`config.mk`:
```
export PLATFORM = sky130hd
export DESIGN_NAME = bdr_cfg
export DESIGN_NICKNAME = d
export VERILOG_FILES = /design/src/hdl/bdr_pkg.sv /design/src/hdl/bdr_cfg.sv
export SDC_FILE = /design/constraint.sdc
export NUM_CORES = 1
export LEC_CHECK = 0
export ABC_AREA = 1
export BUFFER_PORTS_ARGS = -buffer_cell sky130_fd_sc_hd__buf_4
export CAP_MARGIN = 20
export CORE_MARGIN = 2
export CORE_UTILIZATION = 33
export DETAILED_ROUTE_END_ITERATION = 6
export PLACE_DENSITY = 0.84
export SETUP_SLACK_MARGIN = 0.05
export SLEW_MARGIN = 20
export SYNTH_ARGS = -nofsm -noshare
export SYNTH_HDL_FRONTEND = slang
export SYNTH_SLANG_ARGS = --single-unit
```
`constraint.sdc`:
```
create_clock -name clk -period 2.25 [get_ports clk]
set_input_delay 0.45 -clock clk [delete_from_list [all_inputs] [get_ports clk]]
set_output_delay 0.45 -clock clk [all_outputs]
set_load 0.02 [all_outputs]
```
`src/hdl/bdr_pkg.sv`:
```
// ----------------------------------------------------------------------------
// bdr_pkg
// Shared types, constants and the dither function of the Bayer dither core.
// ----------------------------------------------------------------------------
package bdr_pkg;

	// default geometry
	localparam int LINE_BYTES_DEF  = 40;
	localparam int SCREEN_ROWS_DEF = 240;

	// internal row width, covers screens up to 1024 rows plus offset sums
	localparam int ROW_W = 11;

	// register reset values and word indexes
	localparam logic [7:0] LINES_RST = 8'd210;
	localparam logic       REG_LINES = 1'b0;

	// 4x4 ordered dither thresholds, one row of four per source row phase
	localparam logic [7:0] BAYER [16] = '{
		8'd0,   8'd128, 8'd32,  8'd160,
		8'd192, 8'd64,  8'd224, 8'd96,
		8'd48,  8'd176, 8'd16,  8'd144,
		8'd240, 8'd112, 8'd208, 8'd80
	};

	// one input item after the input register
	typedef struct packed {
		logic [7:0]       pix_byte;
		logic [ROW_W-1:0] dest;
		logic [5:0]       col;
		logic             have_byte;
		logic             row_end;
		logic             frame_end;
		logic             rp_set;
		logic [7:0]       lines;
		logic [ROW_W-1:0] yoff;
	} item_t;

	// one result word
	typedef struct packed {
		logic [7:0] packed_byte;
		logic [7:0] dest_row;
		logic [5:0] out_col;
		logic       range_valid;
		logic [7:0] range_first;
		logic [7:0] range_last;
	} res_t;

	// up to two result words caused by one item
	typedef struct packed {
		logic two;
		res_t r0;
		res_t r1;
	} push_t;

	// luma is the low nibble times 17, i.e. the nibble repeated
	function automatic logic [7:0] dither4(input logic [3:0] n0, input logic [3:0] n1,
		input logic [3:0] n2, input logic [3:0] n3, input logic [1:0] row);
		logic [7:0] l0, l1, l2, l3;
		logic [7:0] t0, t1, t2, t3;
		logic [7:0] v;
		l0 = {n0, n0};
		l1 = {n1, n1};
		l2 = {n2, n2};
		l3 = {n3, n3};
		t0 = BAYER[{row, 2'd0}];
		t1 = BAYER[{row, 2'd1}];
		t2 = BAYER[{row, 2'd2}];
		t3 = BAYER[{row, 2'd3}];
		v[7] = (l0 >= t0);
		v[6] = (l0 >= t1);
		v[5] = (l1 >= t2);
		v[4] = (l1 >= t3);
		v[3] = (l2 >= t0);
		v[2] = (l2 >= t1);
		v[1] = (l3 >= t2);
		v[0] = (l3 >= t3);
		return v;
	endfunction

endpackage

```
`src/hdl/bdr_cfg.sv`:
```
// ----------------------------------------------------------------------------
// bdr_cfg
// APB register block holding the visible line count.
// ----------------------------------------------------------------------------
module bdr_cfg (
	input  logic        clk,
	input  logic        arst_n,
	input  logic        psel,
	input  logic        penable,
	input  logic        pwrite,
	input  logic [2:0]  paddr,
	input  logic [31:0] pwdata,
	output logic [31:0] prdata,
	output logic        pready,
	output logic [7:0]  lines_cfg
);

	logic [7:0] lines_q;
	logic       wr;

	assign pready = 1'b1;
	assign wr     = psel && penable && pwrite && pready;

	// register write, selected by the word address bit
	always_ff @(posedge clk or negedge arst_n) begin
		if (!arst_n) begin
			lines_q <= bdr_pkg::LINES_RST;
		end else if (wr && (paddr[2] == bdr_pkg::REG_LINES)) begin
			lines_q <= pwdata[7:0];
		end
	end

	// read back
	assign prdata    = (paddr[2] == bdr_pkg::REG_LINES) ? {24'd0, lines_q} : 32'd0;
	assign lines_cfg = lines_q;

endmodule

```
==> results.yml <==
cts:
  clockBufferDepth: 2
  cts.sinks: 8
  post_cts_buffers: 0
  clkLatencyLatePin_ns: 0.26
  clkTransAtPathRegs_ns: 0.05
  cts_tree: "done"
  hold_buffers: 1
  htree_levels: 1
  cts_resized: 0
  cts-root-buf: "clkbuf_4"
  numCtsBuffers: 3
timing:
  fin_ws_ns: 0.732
  fin_tns_setup_ns: 0
  min_period_over_period: 0.675
  slew_violations: 0
  timing.fmax_mhz: 659
  finalSetupViolCount: 0
  rsz0062_at_grt: "no"
  fin_skew_ns: 0
  min_period_ns: 1.52
  finalHoldViolations: 0
  hold_slack_ns: 0.423
die:
  design.core.area_um2: 1750
  dieArea_um2: 2220
  die_h_um: 47.1
  die_w_um: 47.1
  placementRows: 15
  initial_utilization: 0.352
  pin_count: 81
logic_synthesis:
  synthFlopType: "dfstp_2"
  synthAdderAreaFrac: 0
  async_flop_share: 1.00
  muxShareOfSynthArea: 0
  yosysMostFrequentCell: "buf_4"
  synth_simple_gate_area_frac: 0.269
  synth_top_cell_by_area: "buf_4"
  yosysSeqAreaShare: 0.334
  synth_compound_area_frac: 0
  avgSynthCellArea_um2: 7.58
  synth_top_family_by_area: "buffers and inverters"
  synthesis.area_um2: 614
  synth_common_cells: "buf_4, nand2_1, inv_1"
  synth_top_cell_area_share: 0.305
  netlist_instances: 81
  synth_xor_area_frac: 0
  ys_warn_count: 0
  ys_ff_latch: 8
  synth_area_leaders: "buf_4, dfstp_2, dfrtp_1"
  synth_edf_count: 0
  synthDistinctLibCells: 12
power:
  p_int_w: 0.000337
  p_clk_frac: 0.211
  comb_power_share: 0.422
  p_total_w: 0.000558
  p_seq_frac: 0.367
  p_per_area_nw_per_um2: 709
  ir_drop_mv: 0.357
  p_sw_w: 0.000221
  p_sw_frac: 0.396
  leakage_nw: 0.484
routing:
  drt_iter0_markers: 15
  drt_drc_violations_left: 0
  drtPass1Iterations: 4
  viasPerCell: 3.76
  drt_wl_total_um: 1160
  final_antenna_net_count: 0
  via_count: 515
  wire_per_inst_um: 8.47
critical_path:
  r2r_end: "lines_cfg[6]"
  crit_start: "lines_cfg[6]"
  crit_path_end_kind: "output port"
  path_max_fanout: 3
  reg2reg_slack_ns: 1.53
  crit_required_ns: 1.80
  arrival_ns: 1.07
  worst_setup_path_start_kind: "register"
  rr_startpoint: "lines_cfg[6]"
  crit_type: "register to output port"
  ff2ff_path_depth: 2
grt:
  overflow: 0
  antenna_found_initial: 0
  grt_max_degree: 10
  gr-usage-all-layers: 0.118
  met2_usage: 0.203
  grt_pass1_wl_um: 1750
  grt_use_met1: 0.120
  busiest_layer: "met2"
  use_met3: 0.0269
  grt_pass1_vias: 414
placed_design:
  dpl.hpwl_um: 1010
  place_ws_ns: 0.931
  routabilityCongestion: 0.721
  portBuffers: 29
layout:
  seq_area_um2: 205
  fillCellCount: 188
  area.growth.synth_to_final_pct: 28.1
  final_nets: 153
  n_antenna_cell: 0
  largest_reg_flops: 8
  multiInputGateArea_um2: 259
  drive_above_1_share: 0.348
hold_path:
  hold_depth: 3
  holdCritPathClass: "input port to register"
  hp-start: "pwdata[6]"
  hold_end: "lines_cfg[6]"
flow_run:
  drv_cap: 0
status:
  status: "finished, final reports clean"
through the flow:
| step | utilization | area [µm²] | std cells |
|---|---|---|---|
| 2_1_floorplan | - | 701 | 104 |
| 3_3_place_gp | 0.430 | 751 | 132 |
| 3_5_place_dp | 0.430 | 751 | 132 |
| 4_1_cts | 0.451 | 787 | 137 |
| 5_1_grt | 0.451 | 787 | 137 |
| 6_report | 0.451 | 787 | 137 |
cell usage in the layout, fill, tap and decap left out, drive strengths merged:
cell / instances
dfstp: 4
dlygate4sd3: 1
buf: 29
nor2: 9
dfrtp: 4
inv: 10
nand2: 18
conb: 25
clkbuf: 4
nand3: 8
worst max-delay path by stage:
stage / end / depth (start not counted)
2_1_floorplan: prdata[1] / 2
3_3_place_gp: prdata[0] / 3
3_5_place_dp: prdata[1] / 3
4_1_cts: prdata[6] / 3
5_1_grt: prdata[7] / 3
6_report: prdata[6] / 3
kinds of logic after synthesis:
family	Yosys count
other cells	2
buf+inv	36
flops	8
simple gates	35
final cells by class:
class	instances	area share
multi-input combinational	60	0.329
timing repair buffer	30	0.289
inverter	10	0.0477
clock buffer	4	0.0334
sequential	8	0.261
tap	25	0.0397
power by group through the flow:
stage	Clock, W	Combinational (W)	Sequential, W
2_1_floorplan	0	0.000140	0.000237
3_3_place_gp	0	0.000233	0.000206
3_5_place_dp	0	0.000236	0.000207
4_1_cts	0.000122	0.000238	0.000205
5_1_grt	0.000133	0.000258	0.000210
6_report	0.000118	0.000236	0.000205
layer usage:
layer / vias up / wire length, µm
li1: 251 / -
met1: 224 / 463
met2: 38 / 570
met3: 2 / 121
met4: 0 / 4
met5: - / 0
worst max-delay path, cell delays in order, from the launching register on:
cell and delay, ns:
dfstp_2 0.55, inv_1 0.04, nor2_1 0.08, buf_4 0.14
No activity file was read; power rests on OpenSTA's default activity.
