**src/hdl/bdr_pkg.sv**
```systemverilog
// ----------------------------------------------------------------------------
// bdr_pkg
// Shared types, constants and the dither function of the Bayer dither core.
// ----------------------------------------------------------------------------
package bdr_pkg;

	// default geometry
	localparam int LINE_BYTES_DEF  = 40;
	localparam int SCREEN_ROWS_DEF = 240;

	// internal row width, covers screens up to 1024 rows plus offset sums
	localparam int ROW_W = 11;

	// register reset values and word indexes
	localparam logic [7:0] LINES_RST = 8'd210;
	localparam logic       REG_LINES = 1'b0;

	// 4x4 ordered dither thresholds, one row of four per source row phase
	localparam logic [7:0] BAYER [16] = '{
		8'd0,   8'd128, 8'd32,  8'd160,
		8'd192, 8'd64,  8'd224, 8'd96,
		8'd48,  8'd176, 8'd16,  8'd144,
		8'd240, 8'd112, 8'd208, 8'd80
	};

	// one input item after the input register
	typedef struct packed {
		logic [7:0]       pix_byte;
		logic [ROW_W-1:0] dest;
		logic [5:0]       col;
		logic             have_byte;
		logic             row_end;
		logic             frame_end;
		logic             rp_set;
		logic [7:0]       lines;
		logic [ROW_W-1:0] yoff;
	} item_t;

	// one result word
	typedef struct packed {
		logic [7:0] packed_byte;
		logic [7:0] dest_row;
		logic [5:0] out_col;
		logic       range_valid;
		logic [7:0] range_first;
		logic [7:0] range_last;
	} res_t;

	// up to two result words caused by one item
	typedef struct packed {
		logic two;
		res_t r0;
		res_t r1;
	} push_t;

	// luma is the low nibble times 17, i.e. the nibble repeated
	function automatic logic [7:0] dither4(input logic [3:0] n0, input logic [3:0] n1,
		input logic [3:0] n2, input logic [3:0] n3, input logic [1:0] row);
		logic [7:0] l0, l1, l2, l3;
		logic [7:0] t0, t1, t2, t3;
		logic [7:0] v;
		l0 = {n0, n0};
		l1 = {n1, n1};
		l2 = {n2, n2};
		l3 = {n3, n3};
		t0 = BAYER[{row, 2'd0}];
		t1 = BAYER[{row, 2'd1}];
		t2 = BAYER[{row, 2'd2}];
		t3 = BAYER[{row, 2'd3}];
		v[7] = (l0 >= t0);
		v[6] = (l0 >= t1);
		v[5] = (l1 >= t2);
		v[4] = (l1 >= t3);
		v[3] = (l2 >= t0);
		v[2] = (l2 >= t1);
		v[1] = (l3 >= t2);
		v[0] = (l3 >= t3);
		return v;
	endfunction

endpackage

```
**src/hdl/bdr_track.sv**
```systemverilog
// ----------------------------------------------------------------------------
// bdr_track
// Compare stage: row change detection, run tracking and result forming.
// ----------------------------------------------------------------------------
module bdr_track #(
	parameter int SCREEN_ROWS = bdr_pkg::SCREEN_ROWS_DEF,
	parameter int AW          = 14
) (
	input  logic           clk,
	input  logic           arst_n,
	input  logic           s1_valid,
	input  bdr_pkg::item_t item_s1,
	input  logic [AW-1:0]  rd_addr,
	input  logic [7:0]     old_byte,
	input  logic           out_free,
	output logic           adv1,
	output logic           wr_en,
	output logic [AW-1:0]  wr_addr,
	output logic [7:0]     wr_data,
	output logic           load,
	output bdr_pkg::push_t push
);

	localparam int RW = bdr_pkg::ROW_W;
	localparam logic [7:0] FULL_LAST = 8'((SCREEN_ROWS - 1) % 256);

	bdr_pkg::item_t item_s2;
	logic [AW-1:0]  idx_s2;
	logic           s2_valid_q;
	logic           row_diff_q;
	logic           run_open_q;
	logic [7:0]     run_first_q;
	logic           pend_q;

	logic           adv2;
	logic           rp, rd, ro;
	logic           open_now, close_now;
	logic           run_open_mid;
	logic [7:0]     run_first_mid;
	logic           fe_run, fe_rep;
	logic [RW-1:0]  end_sum;
	logic [7:0]     close_last;
	bdr_pkg::res_t  rng_a, rng_b, byte_res;
	logic [1:0]     nrng;
	logic [1:0]     nres;

	// row and run decisions for the item in this stage
	always_comb begin
		rp            = pend_q || item_s2.rp_set;
		rd            = row_diff_q || (item_s2.have_byte && (old_byte != item_s2.pix_byte));
		ro            = item_s2.have_byte && item_s2.row_end;
		open_now      = ro && (rp || rd) && !run_open_q;
		close_now     = ro && !(rp || rd) && run_open_q;
		run_open_mid  = open_now || (run_open_q && !close_now);
		run_first_mid = open_now ? item_s2.dest[7:0] : run_first_q;
		fe_run        = item_s2.frame_end && run_open_mid;
		fe_rep        = item_s2.frame_end && rp;
		end_sum       = item_s2.yoff + {{(RW-8){1'b0}}, item_s2.lines} - 1'b1;
		close_last    = item_s2.dest[7:0] - 8'd1;
	end

	// ranges in emission order: closed run, run at frame end, full repaint
	always_comb begin
		rng_a = '0;
		rng_b = '0;
		rng_a.range_valid = close_now || fe_run || fe_rep;
		if (close_now) begin
			rng_a.range_first = run_first_q;
			rng_a.range_last  = close_last;
		end else if (fe_run) begin
			rng_a.range_first = run_first_mid;
			rng_a.range_last  = end_sum[7:0];
		end else if (fe_rep) begin
			rng_a.range_first = 8'd0;
			rng_a.range_last  = FULL_LAST;
		end
		if ((close_now || fe_run) && fe_rep) begin
			rng_b.range_valid = 1'b1;
			rng_b.range_first = 8'd0;
			rng_b.range_last  = FULL_LAST;
		end
		nrng = {1'b0, rng_a.range_valid} + {1'b0, rng_b.range_valid};
	end

	// result words, the pixel word carries the first range
	always_comb begin
		byte_res             = rng_a;
		byte_res.packed_byte = item_s2.pix_byte;
		byte_res.dest_row    = item_s2.dest[7:0];
		byte_res.out_col     = item_s2.col;
		if (item_s2.have_byte) begin
			push.r0  = byte_res;
			push.r1  = rng_b;
			push.two = rng_b.range_valid;
			nres     = 2'd1 + {1'b0, rng_b.range_valid};
		end else begin
			push.r0  = rng_a;
			push.r1  = rng_b;
			push.two = rng_b.range_valid;
			nres     = nrng;
		end
	end

	// stage handshake
	assign adv2    = s2_valid_q && ((nres == 2'd0) || out_free);
	assign adv1    = s1_valid && (!s2_valid_q || adv2);
	assign load    = adv2 && (nres != 2'd0);
	assign wr_en   = adv2 && item_s2.have_byte;
	assign wr_addr = idx_s2;
	assign wr_data = item_s2.pix_byte;

	// tracking state
	always_ff @(posedge clk or negedge arst_n) begin
		if (!arst_n) begin
			s2_valid_q  <= 1'b0;
			row_diff_q  <= 1'b0;
			run_open_q  <= 1'b0;
			run_first_q <= 8'd0;
			pend_q      <= 1'b1;
		end else begin
			if (adv1) begin
				s2_valid_q <= 1'b1;
			end else if (adv2) begin
				s2_valid_q <= 1'b0;
			end
			if (adv2) begin
				run_first_q <= run_first_mid;
				if (item_s2.frame_end) begin
					row_diff_q <= 1'b0;
					run_open_q <= 1'b0;
					pend_q     <= 1'b0;
				end else begin
					row_diff_q <= rd && !ro;
					run_open_q <= run_open_mid;
					pend_q     <= rp;
				end
			end
		end
	end

	// stage payload
	always_ff @(posedge clk) begin
		if (adv1) begin
			item_s2 <= item_s1;
			idx_s2  <= rd_addr;
		end
	end

endmodule

```
**config.mk**
```make
export PLATFORM = sky130hd
export DESIGN_NAME = bdr_track
export DESIGN_NICKNAME = d
export VERILOG_FILES = /design/src/hdl/bdr_pkg.sv /design/src/hdl/bdr_track.sv
export SDC_FILE = /design/constraint.sdc
export NUM_CORES = 1
export LEC_CHECK = 0
export BUFFER_PORTS_ARGS = -buffer_cell sky130_fd_sc_hd__buf_2
export CAP_MARGIN = 20
export CORE_ASPECT_RATIO = 1.1
export CORE_MARGIN = 1
export CORE_UTILIZATION = 25
export DETAILED_ROUTE_END_ITERATION = 6
export SYNTH_ARGS = -nofsm -noshare
export SYNTH_HDL_FRONTEND = slang
export SYNTH_SLANG_ARGS = --single-unit
```
**constraint.sdc**
```tcl
create_clock -name clk -period 12.6 [get_ports clk]
set_input_delay 1.26 -clock clk [delete_from_list [all_inputs] [get_ports clk]]
set_output_delay 1.26 -clock clk [all_outputs]
set_load 0.005 [all_outputs]
```
==> metrics.txt <==
hold_sp=row_diff_q; via count=2,654; Post-Synth XOR/XNOR Area=3.60%; top post-synthesis cells by area=edfxtp_1 (43%), buf_4 (12%), dfrtp_1 (7.1%); Clk pwr share=41.6%; ratio of cells with drive above 1 in the final layout=38.6%; Tcrit/Tclk final=35.5%; Synth Area in Simple Gates=11.1%; die height=133 um; worst path bufs/invs=2; Post-CTS Resized=0; Pint=518 uW; top-count cell post-synth=buf_4; # rows=47; die area=16,100 um2; ys async rst share=17.6%; largest net degree at the start of global routing=58; Setup crit start kind=primary input; CTS buffer count=9; DRT iter0 DRCs=77; Slew headroom=50.4%; antenna viol nets, final=0; pwr/cell area=142 nW/um2; Max-cap violations=0; GRT overflow=0; Cell variety after synth=54; post-synth top area cell=edfxtp_1; hold buffer count at cts=0; CP required=11.34 ns; router iterations before antenna repair=4; sequential area share after synthesis=50.9%; post-synthesis adder-cell area fraction=5.01%; top-area cell type share of the netlist area=43.1%; # Post-CTS Setup Buffers=0; clock skew=0.00875 ns; port bufs=140; H-tree depth=3; CTS root buffer=clkbuf_16; I/O pins=178; Clock transition at path regs=0.06 ns; TritonCTS clock tree=done; post-DR wirelength/cell=13.0 um; Vias/cell=4.07; pre-CTS worst setup slack=8.10 ns; slowest CP cell=nor4_4; largest family of logic cells by synthesized area=buffers and inverters; Final Hold Vio Count=0; Compound-Gate Fraction of Synth Area=8.31%; CP endpoint kind=output pin; post-route worst setup slack=8.12 ns; most common library cells after synthesis=buf_4 (64), edfxtp_1 (56), inv_1 (35), and2_1 (22), nand2_1 (15); Slew Limit Fails=0; Routed WL=8490 um; Post-Synthesis Cells=341; Hold Path Class=reg -> reg; Final TNS setup=0 ns; worst-case clock buffer depth=2; LEAKAGE=0.00221 uW; Worst Tran Pin Value=0.744 ns; P_sw=163 uW; max incr delay on CP=0.56 ns; Post-route DRC=0; FF+latch count, synth=68; syn_area_per_cell=11.4 um2; Sw Ratio=23.9%; first-pass GRT wire length=13,200 um; nets=540; worst reg2reg startpoint=run_open_q; post-synthesis mux area share=4.21%; Post-synth EDFFs=56; Yosys Warn Count=0; clock latency on the worst-skew pair=0.33 ns; WS Path Type=in -> out; status=completed; fmax=223 MHz; All-Layer GR Usage=10.9%; DP HPWL=6460 um; critical path cell sequence=buf_2 > xor2_1 > or3_4 > nor4_4 > nor2_1 > o22ai_1 > buf_2; Critical Path AT=3.22 ns; chip width=121 um; vias in the first global route=2,759; Finished Core Util=31.7%; most frequent CP cell=buf_2; worst hold slack=0.491 ns; main flop type after synthesis=edfxtp_1; synthesized area=3900 um2; Clock Sink Count=68; setup violators final=0; total core area=15,100 um2; CP startpoint=old_byte[1]; Crit Path Max Fanout=13; Inserted Diodes=0; initial core utilization=25.8%; RSZ-0062 raised after global routing=no; Flop pwr share=41.5%; area delta synth->final=23.0%; combinational fraction of design power=16.9%; shortest period the worst path allows=4.48 ns; Placer Congestion=0.774; initial antenna violation count=0; Crit path max-delay family=simple AND/OR/NAND/NOR gates; Max VDD drop=0.0709 mV
worst paths after layout:
| kind | cells past startpoint | slack (ns) | endpoint |
|---|---|---|---|
| min reg2reg | 1 | 0.49 | row_diff_q |
| max in group asynchronous | 1 | 11.51 | pend_q |
| max | 7 | 8.12 | push[53] |
| max reg2reg | 6 | 10.00 | byte_res[26] |
| min in group asynchronous | 1 | 0.81 | run_first_q[3] |
| min | 1 | 0.49 | row_diff_q |
cell usage in the layout, fill, tap and decap left out, types with 7 or more instances in the layout:
cell type / instances
a21oi_1: 7
and2_1: 22
buf_2: 140
clkbuf_16: 9
conb_1: 31
dfrtp_1: 11
edfxtp_1: 56
ha_1: 14
inv_1: 35
mux2_4: 8
nand2_1: 15
nor2_1: 13
xnor2_1: 13
worst register-to-register path, delay by kind of cell, from the launching register on:
kind,cells,cell delay (ns)
AO/OA/AOI/OAI,2,0.39
flip-flops,1,0.35
buffers and inverters,2,0.82
AND/OR/NAND/NOR,2,0.63
sequential cells by signal, indices dropped and copies added, names as in the netlist:
register / cells
byte_res: 14
item_s2: 20
pend_q: 1
row_diff_q: 1
run_first_q: 8
run_open_q: 1
s2_valid_q: 1
wr_addr: 14
wr_data: 8
cells by family (layout without fill, tap and decap cells):
logic type | after synthesis | after routing
buffers and inverters | 108 | 193
and+or+nand+nor | 76 | 76
adders and majority gates | 15 | 15
xor gates and xnor gates | 16 | 16
AOI/OAI and AO/OA | 45 | 45
muxes | 12 | 12
other | 1 | 31
DFF | 68 | 68
per-stage QoR:
| step | total power, uW | std cells | cell area (um2) |
|---|---|---|---|
| after floorplan | 377 | 371 | 4010 |
| after global placement | 400 | 636 | 4460 |
| after detailed placement | 403 | 636 | 4460 |
| after CTS | 691 | 652 | 4790 |
| after global routing | 713 | 652 | 4790 |
| final | 681 | 652 | 4790 |
area by class of cell:
cell class,instances,area (um2)
multi-input cells,195,1380
inverters,35,131
well taps,196,245
clock inverters,5,100
flip-flops and latches,68,1980
repair buffers,142,716
clock buffers,11,233
fillers,1549,10300
power groups by stage:
stage / clock, uW / sequential, uW / combinational (uW)
after floorplan: 0 / 284 / 93.3
after global placement: 0 / 286 / 114
after detailed placement: 0 / 287 / 116
after CTS: 291 / 283 / 117
after global routing: 298 / 285 / 129
final: 283 / 282 / 115
routing by layer:
| layer | up-vias | global-route usage [%] | routed length (um) |
|---|---|---|---|
| li1 | 1304 | - | - |
| met1 | 1225 | 11.9 | 3480 |
| met2 | 110 | 18.6 | 4280 |
| met3 | 15 | 2.76 | 480 |
| met4 | 0 | 6.93 | 249 |
| met5 | - | 0 | 0 |
Power figures use the tool's default switching activity.
