File: src/hdl/bdr_pkg.sv
// ----------------------------------------------------------------------------
// bdr_pkg
// Shared types, constants and the dither function of the Bayer dither core.
// ----------------------------------------------------------------------------
package bdr_pkg;

	// default geometry
	localparam int LINE_BYTES_DEF  = 40;
	localparam int SCREEN_ROWS_DEF = 240;

	// internal row width, covers screens up to 1024 rows plus offset sums
	localparam int ROW_W = 11;

	// register reset values and word indexes
	localparam logic [7:0] LINES_RST = 8'd210;
	localparam logic       REG_LINES = 1'b0;

	// 4x4 ordered dither thresholds, one row of four per source row phase
	localparam logic [7:0] BAYER [16] = '{
		8'd0,   8'd128, 8'd32,  8'd160,
		8'd192, 8'd64,  8'd224, 8'd96,
		8'd48,  8'd176, 8'd16,  8'd144,
		8'd240, 8'd112, 8'd208, 8'd80
	};

	// one input item after the input register
	typedef struct packed {
		logic [7:0]       pix_byte;
		logic [ROW_W-1:0] dest;
		logic [5:0]       col;
		logic             have_byte;
		logic             row_end;
		logic             frame_end;
		logic             rp_set;
		logic [7:0]       lines;
		logic [ROW_W-1:0] yoff;
	} item_t;

	// one result word
	typedef struct packed {
		logic [7:0] packed_byte;
		logic [7:0] dest_row;
		logic [5:0] out_col;
		logic       range_valid;
		logic [7:0] range_first;
		logic [7:0] range_last;
	} res_t;

	// up to two result words caused by one item
	typedef struct packed {
		logic two;
		res_t r0;
		res_t r1;
	} push_t;

	// luma is the low nibble times 17, i.e. the nibble repeated
	function automatic logic [7:0] dither4(input logic [3:0] n0, input logic [3:0] n1,
		input logic [3:0] n2, input logic [3:0] n3, input logic [1:0] row);
		logic [7:0] l0, l1, l2, l3;
		logic [7:0] t0, t1, t2, t3;
		logic [7:0] v;
		l0 = {n0, n0};
		l1 = {n1, n1};
		l2 = {n2, n2};
		l3 = {n3, n3};
		t0 = BAYER[{row, 2'd0}];
		t1 = BAYER[{row, 2'd1}];
		t2 = BAYER[{row, 2'd2}];
		t3 = BAYER[{row, 2'd3}];
		v[7] = (l0 >= t0);
		v[6] = (l0 >= t1);
		v[5] = (l1 >= t2);
		v[4] = (l1 >= t3);
		v[3] = (l2 >= t0);
		v[2] = (l2 >= t1);
		v[1] = (l3 >= t2);
		v[0] = (l3 >= t3);
		return v;
	endfunction

endpackage

File: src/hdl/bdr_out.sv
// ----------------------------------------------------------------------------
// bdr_out
// Output register, sends the one or two result words of an item in order.
// ----------------------------------------------------------------------------
module bdr_out (
	input  logic           clk,
	input  logic           arst_n,
	input  logic           load,
	input  bdr_pkg::push_t push,
	output logic           out_free,
	output logic           m_tvalid,
	input  logic           m_tready,
	output logic [39:0]    m_tdata,
	output logic [0:0]     m_tuser,
	output logic           m_tlast
);

	bdr_pkg::push_t push_q;
	bdr_pkg::res_t  cur;
	logic           o_valid_q;
	logic           o_k_q;
	logic           take;
	logic           done;

	assign take     = o_valid_q && m_tready;
	assign m_tlast  = o_k_q || !push_q.two;
	assign done     = take && m_tlast;
	assign out_free = !o_valid_q || done;

	// word sequencing
	always_ff @(posedge clk or negedge arst_n) begin
		if (!arst_n) begin
			o_valid_q <= 1'b0;
			o_k_q     <= 1'b0;
		end else if (load) begin
			o_valid_q <= 1'b1;
			o_k_q     <= 1'b0;
		end else if (done) begin
			o_valid_q <= 1'b0;
		end else if (take) begin
			o_k_q <= 1'b1;
		end
	end

	always_ff @(posedge clk) begin
		if (load) begin
			push_q <= push;
		end
	end

	// current word onto the bus
	assign cur      = o_k_q ? push_q.r1 : push_q.r0;
	assign m_tvalid = o_valid_q;
	assign m_tdata  = {2'b00, cur.range_last, cur.range_first, cur.out_col, cur.dest_row,
		cur.packed_byte};
	assign m_tuser  = cur.range_valid;

endmodule

File: config.mk
export PLATFORM = sky130hd
export DESIGN_NAME = bdr_out
export DESIGN_NICKNAME = d
export VERILOG_FILES = /design/src/hdl/bdr_pkg.sv /design/src/hdl/bdr_out.sv
export SDC_FILE = /design/constraint.sdc
export NUM_CORES = 1
export LEC_CHECK = 0
export ABC_CLOCK_PERIOD_IN_PS = 1350
export BUFFER_PORTS_ARGS = -buffer_cell sky130_fd_sc_hd__buf_2
export CORE_MARGIN = 2
export CORE_UTILIZATION = 30
export DETAILED_ROUTE_END_ITERATION = 7
export HOLD_SLACK_MARGIN = 0.08
export PLACE_DENSITY = 0.55
export SETUP_SLACK_MARGIN = 0.2
export SLEW_MARGIN = 0
export SYNTH_ARGS = -nofsm -noshare
export SYNTH_HDL_FRONTEND = slang
export SYNTH_SLANG_ARGS = --single-unit
File: constraint.sdc
create_clock -name clk -period 1.35 [get_ports clk]
set_input_delay 0.405 -clock clk [delete_from_list [all_inputs] [get_ports clk]]
set_output_delay 0.405 -clock clk [all_outputs]
set_load 0.01 [all_outputs]
==> parameters.txt, run 1 <==
Parameter                              Value

Outcome
  Result of the run    complete, but fails checks
  Violated checks    setup timing

Pwr
  Power per standard cell area    1337 nW/µm²
  Leak Pwr    1.846 nW
  Largest voltage drop on the vdd net    704.4 µV

Layout
  Final antenna diode count    0
  Area used by sequential logic in the layout    2424 µm²
  Layout net count    354
  Ratio of cells with drive above 1 in the final layout    0.6775
  Multi-input combinational cell area    643.1 µm²
  Fillers    885
  Final std cell area, no fill    4468 µm²
  Layout overhead on the synthesized area    50.68%

Route
  DRT Pass-1 Iters    4
  Via/cell ratio    4.078
  First-iteration detailed-routing DRC count    40
  Wirelength, routed    6006 µm
  DRC errors left    0
  Post-detailed-route count of antenna-violating nets    0
  Via count    1668
  Wire length per cell after detailed routing    14.68 µm

Placed design
  Number of buffer cells added on primary ports    124
  Hpwl dp    4262 µm
  Instance area after placement    3968 µm²
  Final GP Congestion    0.6950

Logic synthesis
  Post-Syn Instances    134
  Synth warn    0
  Post-synthesis cell area    2965 µm²
  Syn Area/Cell    22.13 µm²
  Sequential share of the synthesized area    0.8169
  Synthesized flop and latch total    81
  Unique masters post-synth    11

GRT
  Pin count of the biggest net entering global routing    45
  Via count of the first global-routing pass    1766
  Number of antenna violations at the first check in global routing    0
  Overflow after GRT    0
  GRT Util Overall    0.1119
  Global-route wire length before repair    8659 µm

Timing
  Worst hold-check slack    0.2323 ns
  Final Worst Setup Slack    -0.5063 ns
  Final worst-path cycle share    1.375
  Final setup vio count    41
  Time the worst path needs with I/O delays and setup    1.856 ns
  Total count of hold-check failures in the final report    0
  Layout Skew    0.008797 ns
  Total negative slack    -19.77 ns
  RSZ-0062 raised after global routing    true
  Achievable Freq    538.7 MHz
  Slew Limit Fails    0

Hold path
  Hold WC Path Type    input port to flop

Clocking
  Clock Root Buffer    clkbuf_8
  Clock-pin slew reported for the worst setup and hold paths after clock tree synthesis    0.09 ns
  Clock sinks    81
  Clock tree from TritonCTS    built
  Clock latency reported for the late side of the worst-skew pair    0.34 ns
  Number of buffers between clock root and the deepest sink    2
  Setup repair bufs after CTS    0
  Clock H-tree levels    3
  Total CTS buffers    9

Setup path
  Data arrival time of the critical path    1.45 ns
  Startpoint-to-endpoint class of the critical path    flop to output port
  Largest fanout on the critical path    14
  Setup crit start kind    flop
  Type of element capturing the critical path    output port
  Worst Path Required    0.95 ns

Floorplanning
  Number of rows created at floorplan    36
  Die height    103.4 µm
  I/O pin total    127
  Die Wd    103.4 µm
  Initial core utilization    0.3062
  Core outline area    9684 µm²
  Full die area    10700 µm²

Job
  Max-capacitance violation count    0
timing repair:
action / 4_1_cts / 5_1_grt
gates resized for setup: 42 / 0
hold buffers: 1 / 0
endpoints found under the setup margin: 42 / 42
endpoints found under the hold margin: 2 / 0
stage by stage:
step | setup slack [ns] | total power [mW] | util | std cells
after floorplan | 0.04798 | 3.485 | - | 135
after global placement | -0.1472 | 3.848 | 0.4097 | 392
after detailed placement | -0.1579 | 3.864 | 0.4097 | 392
after CTS | -0.5404 | 6.072 | 0.4614 | 409
after global routing | -0.5799 | 6.245 | 0.4614 | 409
final | -0.5063 | 5.976 | 0.4614 | 409
cell type report:
cell class                      instances  share of cell area
Timing Repair Buffer                  131              0.2240
Tap cell                              133             0.03724
Clock buffer                           12             0.03472
Sequential cell                        81              0.5424
Clock inverter                          4             0.01680
Inverter                                1           0.0008401
Multi-Input combinational cell         47              0.1439
flip-flops by register name, summed over array words and instances (netlist names):
| signal | count |
|---|---|
| o_k_q | 1 |
| push_q | 79 |
| m_tvalid | 1 |
placed cells by master (no fill, tap or decap), types with 2 or more instances in the layout:
| master | instances |
|---|---|
| buf_2 | 82 |
| a31oi_1 | 2 |
| edfxtp_1 | 79 |
| buf_12 | 5 |
| nor2_1 | 2 |
| clkbuf_8 | 11 |
| mux2_4 | 39 |
| clkinvlp_4 | 2 |
| conb_1 | 2 |
| bufinv_16 | 2 |
| buf_6 | 42 |
cell families (layout without fill, tap and decap cells):
| family | Yosys count | after routing | share of synthesized area |
|---|---|---|---|
| multiplexers | 39 | 39 | 0.1481 |
| flip-flops | 81 | 81 | 0.8169 |
| AND/OR/NAND/NOR | 3 | 3 | 0.004644 |
| AO/OA/AOI/OAI | 3 | 3 | 0.007594 |
| other | 1 | 2 | 0.001265 |
| buffers and inverters | 7 | 148 | 0.02152 |
critical path: stages (launching register included):
cell and delay, ns:
dfrtp_2 0.47, buf_12 0.20, mux2_4 0.32, buf_6 0.12
per-layer routing:
metal	track usage	wire, µm	vias up
met5	0	0	-
met2	0.2055	3413	53
met3	0.03629	305	6
met1	0.1202	2201	816
met4	0.03947	85	0
li1	-	-	793
cell usage after synthesis (all sizes together):
| master | n | area (µm²) |
|---|---|---|
| a21bo | 1 | 10.01 |
| a31oi | 2 | 12.51 |
| buf | 6 | 60.05 |
| conb | 1 | 3.750 |
| dfrtp | 2 | 50.05 |
| edfxtp | 79 | 2372 |
| inv | 1 | 3.750 |
| mux2 | 39 | 439.2 |
| nand2b | 1 | 6.260 |
| nor2 | 2 | 7.510 |
final timing paths:
| check | startpoint | slack [ns] | depth (start not counted) | to |
|---|---|---|---|---|
| worst max-delay path | o_k_q | -0.51 | 3 | m_tdata[5] |
| worst min-delay path | push[25] | 0.23 | 1 | push_q[25] |
| worst max register to register | o_k_q | 0.35 | 3 | m_tvalid |
| worst min register to register | push_q[78] | 0.60 | 2 | o_k_q |
| max in group asynchronous | arst_n | 0.85 | 2 | o_k_q |
| min in group asynchronous | arst_n | 0.39 | 2 | m_tvalid |
where the power goes:
group          internal (mW)  switching (mW)  leakage, nW  total [mW]
combinational          0.606           0.346        0.942       0.952
clock                   1.14           0.842        0.109        1.99
sequential              2.98          0.0615        0.795        3.04
Power figures use the tool's default switching activity.
==> inputs of run 2 (changes only) <==
Settings changed: GPL_TIMING_DRIVEN set to 0.
==> run 2 against run 1 <==
  * The run still ends with setup timing left
  * Utilization fell by 2.9 points
  * Die area did not move
  * Non-clock buffer count rose by 2
  * Final area fell by 6.2%
  * Combinational power fell by 21%
  * Worst setup slack improved by 0.0015 ns
  * Clock skew fell by 0.0084 ns
  * First-iteration DRC count fell by 38%
  * Critical path depth did not move
  * Total power fell by 5.1%
  * Largest cell class unchanged
==> parameters.txt, run 2 (same netlist as run 1, synthesis figures left out) <==
Parameter                              Value

Outcome
  Violated checks    setup timing (unchanged)
  Result of the run    complete, but fails checks (unchanged)

Timing
  Total count of hold-check failures in the final report    0 (unchanged)
  Final Worst Setup Slack    -0.5048 ns (was -0.5063 ns)
  Final worst-path cycle share    1.374 (was 1.375)
  Layout Skew    0.0003832 ns (was 0.008797 ns)
  Time the worst path needs with I/O delays and setup    1.855 ns (was 1.856 ns)
  Total negative slack    -19.56 ns (was -19.77 ns)
  Achievable Freq    539.1 MHz (was 538.7 MHz)
  RSZ-0062 raised after global routing    true (unchanged)
  Slew Limit Fails    0 (unchanged)
  Final setup vio count    41 (unchanged)

Clocking
  Clock-pin slew reported for the worst setup and hold paths after clock tree synthesis    0.08 ns (was 0.09 ns)
  Clock Root Buffer    clkbuf_8 (unchanged)
  Total CTS buffers    9 (unchanged)
  Clock H-tree levels    3 (unchanged)
  Clock tree from TritonCTS    built (unchanged)
  Clock latency reported for the late side of the worst-skew pair    0.34 ns (about the same)
  Clock sinks    81 (unchanged)
  Number of buffers between clock root and the deepest sink    2 (unchanged)

Route
  Wire length per cell after detailed routing    13.97 µm (was 14.68 µm)
  DRT Pass-1 Iters    4 (unchanged)
  Wirelength, routed    5743 µm (was 6006 µm)
  Post-detailed-route count of antenna-violating nets    0 (unchanged)
  Via/cell ratio    4.073 (was 4.078)
  First-iteration detailed-routing DRC count    25 (was 40)
  Via count    1674 (was 1668)
  DRC errors left    0 (unchanged)

Layout
  Layout net count    356 (was 354)
  Max FFs per register    79 (unchanged)
  Most common cell after layout, fill and taps aside    buf_2 (unchanged)
  Post-route core utilization    0.4328 (was 0.4614)
  Fillers    872 (was 885)
  Layout overhead on the synthesized area    41.35% (was 50.68%)
  Final antenna diode count    0 (unchanged)
  Highest-count cells in the layout ignoring fill and taps    buf_2, edfxtp_1, mux2_4, clkbuf_8, buf_6 (was buf_2, edfxtp_1, buf_6, mux2_4, clkbuf_8)
  Largest register by flop count    push_q (unchanged)
  Ratio of cells with drive above 1 in the final layout    0.6727 (was 0.6775)

Placed design
  Hpwl dp    3977 µm (was 4262 µm)
  Number of buffer cells added on primary ports    124 (unchanged)
  Final GP Congestion    0.6403 (was 0.6950)

Floorplanning
  Initial core utilization    0.3062 (unchanged)
  Full die area    10700 µm² (unchanged)
  Die Wd    103.4 µm (unchanged)
  Core outline area    9684 µm² (unchanged)
  Die height    103.4 µm (unchanged)
  I/O pin total    127 (unchanged)
  Number of rows created at floorplan    36 (unchanged)

GRT
  Via count of the first global-routing pass    1653 (was 1766)
  Pin count of the biggest net entering global routing    65 (was 45)
  Overflow after GRT    0 (unchanged)
  Number of antenna violations at the first check in global routing    0 (unchanged)
  GRT Util Overall    0.1066 (was 0.1119)
  Global-route wire length before repair    8286 µm (was 8659 µm)

Setup path
  Worst Path Required    0.95 ns (about the same)
  Worst path slowest cell    dfrtp_2 (unchanged)
  Delay of the slowest cell on the worst path    0.44 ns (was 0.47 ns)
  Data arrival time of the critical path    1.45 ns (about the same)
  Startpoint-to-endpoint class of the critical path    flop to output port (unchanged)
  Critical Path Source    o_k_q (unchanged)
  Logic depth of the worst register-to-register path    3 (unchanged)
  Setup slack, reg-to-reg    0.40 ns (was 0.35 ns)
  Cells traversed along the worst timing path    buf_6, mux2_4, buf_2 (was buf_12, mux2_4, buf_6)
  Timing endpoint of the critical path    m_tdata[30] (was m_tdata[5])
  Largest fanout on the critical path    10 (was 14)
  Worst R2R Start    o_k_q (unchanged)
  Setup crit start kind    flop (unchanged)
  Type of element capturing the critical path    output port (unchanged)
  Endpoint of the most critical register-to-register path    o_k_q (was m_tvalid)

Pwr
  Leak Pwr    1.756 nW (was 1.846 nW)
  Power per standard cell area    1353 nW/µm² (was 1337 nW/µm²)
  Largest voltage drop on the vdd net    549.4 µV (was 704.4 µV)

Job
  Max-capacitance violation count    0 (unchanged)

Hold path
  Hold WC Path Type    input port to flop (unchanged)
==> run 2: layout make-up <==
type | count | area [µm²] | share of cell area
flip-flops and latches | 81 | 2424 | 0.5782
repair buffers | 127 | 684.4 | 0.1633
multi-input cells | 47 | 643.1 | 0.1534
well taps | 133 | 166.4 | 0.03970
clock buffers | 10 | 127.6 | 0.03045
clock inverters | 6 | 82.58 | 0.01970
plain buffers | 6 | 60.06 | 0.01433
inverters | 1 | 3.754 | 0.0008955
==> run 2: power by group <==
part           total (mW)  switching, mW  leakage (nW)  internal, mW
combinational       0.754          0.310         0.863         0.444
sequential           3.03         0.0571         0.795          2.98
clock                1.88          0.851        0.0976          1.03
total                5.67           1.22          1.76          4.45
==> run 2: layer usage <==
metal | vias up | track usage | part of all wire
met2 | 57 | 0.1826 | 0.56
li1 | 799 | - | -
met1 | 808 | 0.1217 | 0.38
met5 | - | 0 | 0
met3 | 10 | 0.02755 | 0.045
met4 | 0 | 0.05769 | 0.021
==> run 2: worst min path at each step <==
stage	slack, ns	to	start	cells past startpoint
6_report	0.23	push_q[62]	push[62]	1
5_1_grt	0.20	push_q[37]	push[37]	1
4_1_cts	0.21	push_q[23]	push[23]	1
3_5_place_dp	0.19	m_tvalid	arst_n	1
3_3_place_gp	0.19	m_tvalid	arst_n	1
2_1_floorplan	0.11	m_tvalid	arst_n	0
==> run 2: metrics by stage <==
stage / setup slack (ns) / total power [mW] / std cells / instance area (µm²) / hold slack, ns
finish: -0.5048 / 5.670 / 411 / 4192 / 0.2300
floorplan: 0.04798 / 3.485 / 135 / 3131 / 0.1094
global route: -0.5792 / 5.960 / 411 / 4192 / 0.1983
global placement: -0.7816 / 3.821 / 392 / 3918 / 0.1901
CTS: -0.5520 / 5.762 / 410 / 4180 / 0.2065
detailed placement: -0.1597 / 3.846 / 393 / 3948 / 0.1907
==> run 2: repair_timing <==
item	4_1_cts	5_1_grt
gates resized for setup	2	1
endpoints found under the hold margin	2	0
hold buffers	1	0
setup buffers	0	1
setup endpoints to repair	42	42
==> run 2: critical path: cells and delay by family (launching register included) <==
family | cells | cell delay (ns)
buf+inv | 2 | 0.34
flops | 1 | 0.44
mux | 1 | 0.32
