<file path="src/hdl/bdr_pkg.sv">
// ----------------------------------------------------------------------------
// bdr_pkg
// Shared types, constants and the dither function of the Bayer dither core.
// ----------------------------------------------------------------------------
package bdr_pkg;

	// default geometry
	localparam int LINE_BYTES_DEF  = 40;
	localparam int SCREEN_ROWS_DEF = 240;

	// internal row width, covers screens up to 1024 rows plus offset sums
	localparam int ROW_W = 11;

	// register reset values and word indexes
	localparam logic [7:0] LINES_RST = 8'd210;
	localparam logic       REG_LINES = 1'b0;

	// 4x4 ordered dither thresholds, one row of four per source row phase
	localparam logic [7:0] BAYER [16] = '{
		8'd0,   8'd128, 8'd32,  8'd160,
		8'd192, 8'd64,  8'd224, 8'd96,
		8'd48,  8'd176, 8'd16,  8'd144,
		8'd240, 8'd112, 8'd208, 8'd80
	};

	// one input item after the input register
	typedef struct packed {
		logic [7:0]       pix_byte;
		logic [ROW_W-1:0] dest;
		logic [5:0]       col;
		logic             have_byte;
		logic             row_end;
		logic             frame_end;
		logic             rp_set;
		logic [7:0]       lines;
		logic [ROW_W-1:0] yoff;
	} item_t;

	// one result word
	typedef struct packed {
		logic [7:0] packed_byte;
		logic [7:0] dest_row;
		logic [5:0] out_col;
		logic       range_valid;
		logic [7:0] range_first;
		logic [7:0] range_last;
	} res_t;

	// up to two result words caused by one item
	typedef struct packed {
		logic two;
		res_t r0;
		res_t r1;
	} push_t;

	// luma is the low nibble times 17, i.e. the nibble repeated
	function automatic logic [7:0] dither4(input logic [3:0] n0, input logic [3:0] n1,
		input logic [3:0] n2, input logic [3:0] n3, input logic [1:0] row);
		logic [7:0] l0, l1, l2, l3;
		logic [7:0] t0, t1, t2, t3;
		logic [7:0] v;
		l0 = {n0, n0};
		l1 = {n1, n1};
		l2 = {n2, n2};
		l3 = {n3, n3};
		t0 = BAYER[{row, 2'd0}];
		t1 = BAYER[{row, 2'd1}];
		t2 = BAYER[{row, 2'd2}];
		t3 = BAYER[{row, 2'd3}];
		v[7] = (l0 >= t0);
		v[6] = (l0 >= t1);
		v[5] = (l1 >= t2);
		v[4] = (l1 >= t3);
		v[3] = (l2 >= t0);
		v[2] = (l2 >= t1);
		v[1] = (l3 >= t2);
		v[0] = (l3 >= t3);
		return v;
	endfunction

endpackage

</file>
<file path="src/hdl/bdr_front.sv">
// ----------------------------------------------------------------------------
// bdr_front
// Input register: frame start latch, centring offset, dither and store address.
// ----------------------------------------------------------------------------
module bdr_front #(
	parameter int LINE_BYTES  = bdr_pkg::LINE_BYTES_DEF,
	parameter int SCREEN_ROWS = bdr_pkg::SCREEN_ROWS_DEF,
	parameter int AW          = 14
) (
	input  logic                clk,
	input  logic                arst_n,
	input  logic                s_tvalid,
	output logic                s_tready,
	input  logic [47:0]         s_tdata,
	input  logic                s_tlast,
	input  logic [0:0]          s_tuser,
	input  logic [7:0]          lines_cfg,
	input  logic                clr_busy,
	input  logic                adv1,
	output logic                s1_valid,
	output bdr_pkg::item_t      item_s1,
	output logic [AW-1:0]       rd_addr
);

	localparam int RW = bdr_pkg::ROW_W;
	localparam logic [RW-1:0] SR_W = RW'(SCREEN_ROWS);
	localparam logic [6:0] LB_W    = 7'(LINE_BYTES);
	localparam logic [6:0] LB_LAST = 7'(LINE_BYTES - 1);

	logic           s1_valid_q;
	logic           frame_start_q;
	logic [7:0]     last_lines_q;
	bdr_pkg::item_t item_in;
	logic           accept;
	logic [7:0]     l_new;
	logic [7:0]     lines_eff;
	logic [RW-1:0]  yoff_eff;
	logic [7:0]     src_row;
	logic [5:0]     col;

	assign accept   = s_tvalid && s_tready;
	assign s_tready = !clr_busy && (!s1_valid_q || adv1);
	assign src_row  = s_tdata[39:32];
	assign col      = s_tdata[45:40];

	// line count clamp and centring offset, latched view after frame start
	always_comb begin
		l_new     = ({{(RW-8){1'b0}}, lines_cfg} > SR_W) ? SR_W[7:0] : lines_cfg;
		lines_eff = frame_start_q ? l_new : last_lines_q;
		yoff_eff  = (SR_W - {{(RW-8){1'b0}}, lines_eff}) >> 1;
		item_in.pix_byte  = bdr_pkg::dither4(s_tdata[3:0], s_tdata[11:8], s_tdata[19:16],
			s_tdata[27:24], src_row[1:0]);
		item_in.dest      = yoff_eff + {{(RW-8){1'b0}}, src_row};
		item_in.col       = col;
		item_in.have_byte = (src_row < lines_eff) && ({1'b0, col} < LB_W);
		item_in.row_end   = ({1'b0, col} == LB_LAST);
		item_in.frame_end = s_tlast;
		item_in.rp_set    = frame_start_q && ((l_new != last_lines_q) || s_tuser[0]);
		item_in.lines     = lines_eff;
		item_in.yoff      = yoff_eff;
	end

	// frame tracking
	always_ff @(posedge clk or negedge arst_n) begin
		if (!arst_n) begin
			frame_start_q <= 1'b1;
			last_lines_q  <= 8'd0;
			s1_valid_q    <= 1'b0;
		end else begin
			if (accept) begin
				if (frame_start_q) begin
					last_lines_q <= l_new;
				end
				frame_start_q <= s_tlast;
				s1_valid_q    <= 1'b1;
			end else if (adv1) begin
				s1_valid_q <= 1'b0;
			end
		end
	end

	// payload
	always_ff @(posedge clk) begin
		if (accept) begin
			item_s1 <= item_in;
		end
	end

	assign s1_valid = s1_valid_q;
	assign rd_addr  = AW'(32'(item_s1.dest) * 32'(LINE_BYTES) + 32'(item_s1.col));

endmodule

</file>
<file path="config.mk">
export PLATFORM = sky130hd
export DESIGN_NAME = bdr_front
export DESIGN_NICKNAME = d
export VERILOG_FILES = /design/src/hdl/bdr_pkg.sv /design/src/hdl/bdr_front.sv
export SDC_FILE = /design/constraint.sdc
export NUM_CORES = 1
export LEC_CHECK = 0
export ABC_AREA = 1
export CAP_MARGIN = 25
export CORE_MARGIN = 2
export CORE_UTILIZATION = 55
export CTS_BUF_LIST = sky130_fd_sc_hd__clkbuf_4 sky130_fd_sc_hd__clkbuf_8
export CTS_CLUSTER_DIAMETER = 150
export CTS_CLUSTER_SIZE = 30
export DETAILED_ROUTE_END_ITERATION = 8
export DONT_BUFFER_PORTS = 1
export GPL_TIMING_DRIVEN = 1
export PLACE_DENSITY = 0.66
export SLEW_MARGIN = 20
export SYNTH_ARGS = -nofsm -noshare
export SYNTH_HDL_FRONTEND = slang
export SYNTH_SLANG_ARGS = --single-unit
</file>
<file path="constraint.sdc">
create_clock -name clk -period 3.4 [get_ports clk]
set_clock_uncertainty 0.15 [all_clocks]
set_input_delay 0 -clock clk [delete_from_list [all_inputs] [get_ports clk]]
set_output_delay 0 -clock clk [all_outputs]
set_load 0.01 [all_outputs]
</file>
==> results of run 1 <==
[critical path: cells and delay by family (launching register included)]
| family | cells | cell delay [ns] |
|---|---|---|
| AO/OA/AOI/OAI | 4 | 0.79 |
| flip-flops | 1 | 0.69 |
| AND/OR/NAND/NOR | 7 | 0.59 |
| adder cells (fa/ha/maj) | 1 | 0.35 |
| buffers and inverters | 1 | 0.15 |
| XOR/XNOR | 1 | 0.07 |
[area by class of cell]
type	instances	area share [%]
multi-input cells	318	45.34
flip-flops and latches	55	34.01
repair buffers	52	11.20
inverters	62	4.938
well taps	99	2.628
clock buffers	6	1.619
clock inverters	2	0.2655
[path summary, 6_finish.rpt]
kind	cells after the start	to	slack, ns
setup / recovery	14	item_s1[36]	0.35
hold / removal	3	item_s1[22]	0.02
setup reg to reg	14	item_s1[36]	0.35
hold reg to reg	2	last_lines_q[4]	0.36
max in group asynchronous	2	frame_start_q	2.27
min in group asynchronous	2	s1_valid	0.47
[state kept, by name, indices dropped and copies added, names as in the netlist]
| register | cells |
|---|---|
| last_lines_q | 8 |
| s1_valid | 1 |
| item_s1 | 45 |
| frame_start_q | 1 |
[where the power goes]
part	leakage (uW)	total, uW	switching, uW	internal (uW)
Combinational	0.00156	1280	782	497
Sequential	0.000547	964	96.3	868
Clock	0.0000446	356	204	152
[logic make-up (layout without fill, tap and decap cells)]
family | count (synthesis) | in the layout
adder cells (fa/ha/maj) | 56 | 56
AND/OR/NAND/NOR | 178 | 178
flip-flops | 55 | 55
buffers and inverters | 70 | 122
other | 1 | 1
XOR/XNOR | 21 | 21
AO/OA/AOI/OAI | 62 | 62
[repair_timing]
action	4_1_cts	5_1_grt
hold endpoints to repair	54	0
buffers inserted	0	0
setup endpoints to repair	0	1
hold buffers	50	0
gates resized for setup	0	1
[routing by layer]
metal	part of all wire (%)	wire, um
met1	40	3387
met2	52	4416
met3	5.8	491
met4	1.9	160
met5	0	0
[cells in the final DEF, fill, tap and decap left out, types with 2 or more instances in the layout]
cell           netlist  routed
nand3b_1             2       2
clkbuf_8             0       5
nand4_1             19      19
dlygate4sd3_1        0      50
nor3_1               4       4
nand2_2              6       6
dfrtp_1              9       9
inv_1               52      52
inv_2                9      10
o21ai_0             17      16
o21bai_1             5       5
o21ai_1              3       4
nor4_1               4       4
ha_1                53      53
nand3_2              2       2
a21oi_1             27      27
xor2_1              11      11
o21ai_2              6       6
xnor2_1              9       9
fa_1                 3       3
edfxtp_1            45      45
nand2_1             81      81
nand3_1             34      34
nor2_2               4       4
nor2_1              16      16
[through the flow]
step           util, %  area (um^2)
2_1_floorplan        -         4029
6_report         65.68         4713
3_3_place_gp     57.47         4124
3_5_place_dp     57.47         4124
4_1_cts          65.68         4713
5_1_grt          65.68         4713
==> summary.md, run 1 <==
| Metric | Value |
|---|---|
| Port Buffers | `0` |
| Required time of the critical path | `3.31 ns` |
| Adder-cell share of the synthesized area | `17.95%` |
| Via density | `5.402` |
| Vias | `3209` |
| DRT iter0 DRCs | `171` |
| IR drop worst, VDD | `0.3139 mV` |
| Worst slew pin tran | `0.5746 ns` |
| Setup crit end kind | `flip-flop` |
| Die X | `89.59 um` |
| Met2 GRT Util | `40.31%` |
| Synth Register Bits | `55` |
| Post-synthesis sequential area ratio | `39.78%` |
| Min-delay src | `s_tdata[43]` |
| Die Y | `89.59 um` |
| Synth unique cells | `39` |
| Synthesis-to-finish area growth | `16.99%` |
| Total placed cells including tap cells | `536` |
| Number of flops mapped to enable cells by yosys | `45` |
| Non-Filler Instances | `594` |
| Met3 Use GR | `4.936%` |
| Fillers | `600` |
| MaxCap Viol Count | `0` |
| # diodes | `0` |
| RSZ-0062 raised after global routing | `no` |
| Met1 usage | `23.38%` |
| Worst slack at placement | `0.2554 ns` |
| Delay of the slowest critical-path stage | `0.69 ns` |
| Total gr overflow | `0` |
| CTS max path bufs | `2` |
| CP max stage cell | `dfstp_2` |
| CTS Sinks | `55` |
| # DRC | `0` |
| Synthesized Nets | `562` |
| Proportion of synthesized area in mux cells | `0%` |
| CP dominant cell by count | `nand2_1` |
| Global placer's final weighted congestion | `0.8359` |
| Fin crit share | `89.61%` |
| CTS tree | `done` |
| Top cells by count, synth | `nand2_1, ha_1, inv_1, edfxtp_1, nand3_1` |
| R2r startpoint | `frame_start_q` |
| Sequential Area | `1603 um^2` |
| H-Tree Depth | `2` |
| CP Max Fanout | `10` |
| Synthesized cell area | `4029 um^2` |
| Hold Fails Final Rpt | `0` |
| Power density cells | `551.5 nW/um^2` |
| CTS Root Cell | `clkbuf_8` |
| Initial DRT Pass Iterations | `7` |
| Max-slew violation count | `0` |
| Row count | `31` |
| Outcome | `completed` |
| Final ANT Viol Nets | `0` |
| YS warnings | `0` |
| Routed len/inst | `14.24 um` |
| Fmax | `328.2 MHz` |
| Post-synth top area cell | `edfxtp_1` |
| Synthesized instance count | `443` |
| Die area | `8025 um^2` |
| Initial antenna violation count | `0` |
| Setup total negative slack | `0 ns` |
| Setup-failing EPs final | `0` |
| Crit path DAT | `2.96 ns` |
| Simple-gate share of the synthesized area | `21.46%` |
| Xor/xnor share of the synthesized area | `4.752%` |
| Largest family of logic cells by synthesized area | `simple AND/OR/NAND/NOR gates` |
| Leak | `0.002154 uW` |
| Initial Util | `56.15%` |
| Fin crit period | `3.047 ns` |
| Top cells by area, synth | `edfxtp_1, ha_1, nand2_1` |
| Nets | `613` |
| Clk slew on worst S/H paths | `0.10 ns` |
| Most used routing layer | `met2` |
| Final setup margin | `0.3534 ns` |
| Global Route Usage Sum | `21.30%` |
| CP Launch Type | `flip-flop` |
| Pin count of the biggest net entering global routing | `29` |
| Slew margin rel. | `61.64%` |
| Most numerous cell in the Yosys netlist | `nand2_1` |
| Ys async rst share | `18.18%` |
| Avg Inst Size Synth | `9.095 um^2` |
| Vias in the first global route | `3160` |
| # IOs | `127` |
| Worst Setup SP | `frame_start_q` |
| Prevailing post-synth register cell | `edfxtp_1` |
| Core ar. | `7176 um^2` |
| WS Path Type | `flip-flop to flip-flop` |
| CP Cell Sequence | `inv_2, o21ai_2, nor2_2, nand2_4, nand2_1, nand2_1, nand2_1, ha_1, a21oi_1, o21ai_0, a21oi_1, nor2_1, nor2_1, xor2_1` |
| Layout cells sized above 1 | `8.889%` |
| Routed wire length | `8456 um` |
| CTS Buf Count | `5` |
| Top-area cell type share of the netlist area | `33.54%` |
| Worst hold path class | `input pin to flip-flop` |
| Hold Slack | `0.01556 ns` |
| Worst skew pair latency | `0.31 ns` |
| Global-route wire length before repair | `13450 um` |
| Dpl hpwl | `6275 um` |
| PnR Total Power | `2600 uW` |
| Compound-gate portion of the synthesized area | `8.789%` |
| Multi-input logic area | `2137 um^2` |
(Power assumes the default switching activity.)
==> inputs of run 2 (changes only) <==
==> constraint.sdc (replaced) <==
create_clock -name clk -period 3.8 [get_ports clk]
set_clock_uncertainty 0.15 [all_clocks]
set_input_delay 0 -clock clk [delete_from_list [all_inputs] [get_ports clk]]
set_output_delay 0 -clock clk [all_outputs]
set_load 0.01 [all_outputs]
==> summary.md, run 2 (same netlist as run 1, synthesis figures left out) <==
| Metric | Value |
|---|---|
| DRT iter0 DRCs | `114 (-33%)` |
| Met2 WL | `4426 um (+0.23%)` |
| Synthesis-to-finish area growth | `16.30%` |
| Critical path buffer and inverter count | `2 (+1)` |
| Routed wire length | `8533 um (+0.91%)` |
| Fin crit share | `83.29% (-6.3 points)` |
| Core ar. | `7176 um^2 (unchanged)` |
| Layout cells sized above 1 | `8.537% (-0.35 points)` |
| Initial DRT Pass Iterations | `4 (-3)` |
| WL met3 | `476 um (-3.1%)` |
| Die Y | `89.59 um (unchanged)` |
| Die area | `8025 um^2 (unchanged)` |
| Die X | `89.59 um (unchanged)` |
| CTS Buf Count | `5 (unchanged)` |
| Port Buffers | `0 (unchanged)` |
| Crit path DAT | `3.08 ns (+0.12 ns)` |
| Met1 Wirelength | `3453 um (+1.9%)` |
| Max-slew violation count | `0 (unchanged)` |
| Global-route wire length before repair | `13750 um (+2.3%)` |
| Postcts setup bufs | `0 (unchanged)` |
| Highest Signal Layer | `met4` |
| Crit path max-delay family | `flip-flops` |
| CP Launch Type | `flip-flop` |
| Top reg by flops | `item_s1` |
| Setup total negative slack | `0 ns (unchanged)` |
| Commonest non-fill, non-tap cell in the layout | `nand2_1` |
| Initial antenna violation count | `0 (unchanged)` |
| Outcome | `completed` |
| CP Max Fanout | `10 (unchanged)` |
| # IOs | `127 (unchanged)` |
| Global Route Usage Sum | `21.99% (+0.69 points)` |
| Most frequent cells in the layout | `nand2_1, ha_1, inv_1` |
| Vias in the first global route | `3216 (+1.8%)` |
| Total gr overflow | `0 (unchanged)` |
| Vias | `3217 (+0.25%)` |
| CTS max path bufs | `2 (unchanged)` |
| CTS tree | `done` |
| Post-CTS Resized | `0 (unchanged)` |
| Global placer's final weighted congestion | `0.8403 (+0.53%)` |
| Worst skew pair latency | `0.31 ns (about the same)` |
| Hold Fails Final Rpt | `0 (unchanged)` |
| CP Cell Sequence | `inv_2, nand2_1, nand2_2, xor2_1, ha_1, inv_1, fa_1, o21ai_0, a21oi_1, nor2_1, nor2_1, xnor2_1` |
| Fmax | `316.0 MHz (-3.7%)` |
| Total placed cells including tap cells | `534 (-0.37%)` |
| Routed len/inst | `14.44 um (+1.4%)` |
| IR drop worst, VDD | `0.2200 mV (-30%)` |
| # DRC | `0 (unchanged)` |
| Fin crit period | `3.165 ns (+0.1183 ns)` |
| CTS Root Cell | `clkbuf_8` |
| Setup crit end kind | `flip-flop` |
| CTS Sinks | `55 (unchanged)` |
| Setup-failing EPs final | `0 (unchanged)` |
| RSZ-0062 raised after global routing | `no` |
| WS Path Type | `flip-flop to flip-flop` |
| # diodes | `0 (unchanged)` |
| Via density | `5.443 (+0.76%)` |
| Row count | `31 (unchanged)` |
| Hold_buf cts | `48 (-4.0%)` |
| Leak | `0.002138 uW (-0.75%)` |
| Pin count of the biggest net entering global routing | `54 (+86%)` |
| CP max stage cell | `dfstp_2` |
| Required time of the critical path | `3.72 ns (+0.41 ns)` |
| Non-Filler Instances | `591 (-0.51%)` |
| MaxCap Viol Count | `0 (unchanged)` |
| Dpl hpwl | `6177 um (-1.6%)` |
| Power density cells | `494.4 nW/um^2 (-10%)` |
| Initial Util | `56.15% (unchanged)` |
| CP dominant cell by count | `nor2_1` |
| Delay of the slowest critical-path stage | `0.69 ns (about the same)` |
| H-Tree Depth | `2 (unchanged)` |
| Max reg flops | `45 (unchanged)` |
| Final ANT Viol Nets | `0 (unchanged)` |
| Clk slew on worst S/H paths | `0.10 ns (about the same)` |
| Worst hold path class | `input pin to flip-flop` |
| Largest regs | `item_s1 x45, last_lines_q x8` |
| Nets | `610 (-0.49%)` |
## run 2: cell types whose count changed in the layout (fill, tap and decap cells not counted)
| cell | previous run | this run |
|---|---|---|
| dlygate4sd3_1 | 50 | 48 |
| buf_4 | 1 | 0 |
| clkbuf_4 | 1 | 0 |
| clkinv_1 | 0 | 1 |
| clkinv_2 | 1 | 0 |
| clkinv_4 | 0 | 1 |
| o21ai_0 | 16 | 17 |
| o21ai_1 | 4 | 3 |
## run 2: area by class of cell
cell class                 count  area, um^2
clock inverter                 3       20.02
tap                           99       123.9
timing repair buffer          49       500.5
fill                         609        2490
inverter                      62       232.7
multi-input combinational    318        2137
sequential                    55        1603
clock buffer                   5       68.82
## run 2: stage by stage
stage,setup slack [ns],util [%],hold slack [ns],total power (uW),cell area (um^2)
global route,0.3587,65.30,0.005508,2541,4686
finish,0.6351,65.30,0.004952,2317,4686
CTS,0.6160,65.02,0.003764,2334,4666
floorplan,0.9925,-,-0.4456,1770,4029
detailed placement,0.6357,57.09,-0.4453,1953,4096
global placement,0.6971,57.09,-0.4453,1926,4096
## run 2: worst paths after layout
kind / startpoint / endpoint / slack, ns / depth (start not counted)
hold reg to reg: last_lines_q[4] / last_lines_q[4] / 0.35 / 2
setup reg to reg: frame_start_q / item_s1[35] / 0.64 / 12
min in group asynchronous: arst_n / s1_valid / 0.47 / 2
setup / recovery: frame_start_q / item_s1[35] / 0.64 / 12
max in group asynchronous: arst_n / frame_start_q / 2.68 / 2
hold / removal: s_tdata[38] / item_s1[22] / 0.005 / 4
## run 2: layer usage
layer,global-route usage (%),vias to the layer above
met4,6.920,0
li1,-,1617
met3,4.570,15
met2,41.51,89
met1,24.53,1496
met5,0,-
## run 2: worst register-to-register path, stage by stage, from the launching register on
cell and delay [ns]:
dfstp_2 0.69, inv_2 0.14, nand2_1 0.11, nand2_2 0.12, xor2_1 0.24, ha_1 0.24, inv_1 0.08, fa_1 0.40
o21ai_0 0.35, a21oi_1 0.12, nor2_1 0.10, nor2_1 0.05, xnor2_1 0.12
## run 2: power by group
group | switching [uW] | total [uW] | internal [uW]
registers | 85.0 | 862 | 777
logic | 694 | 1130 | 437
clock network | 195 | 324 | 129
total | 975 | 2320 | 1340
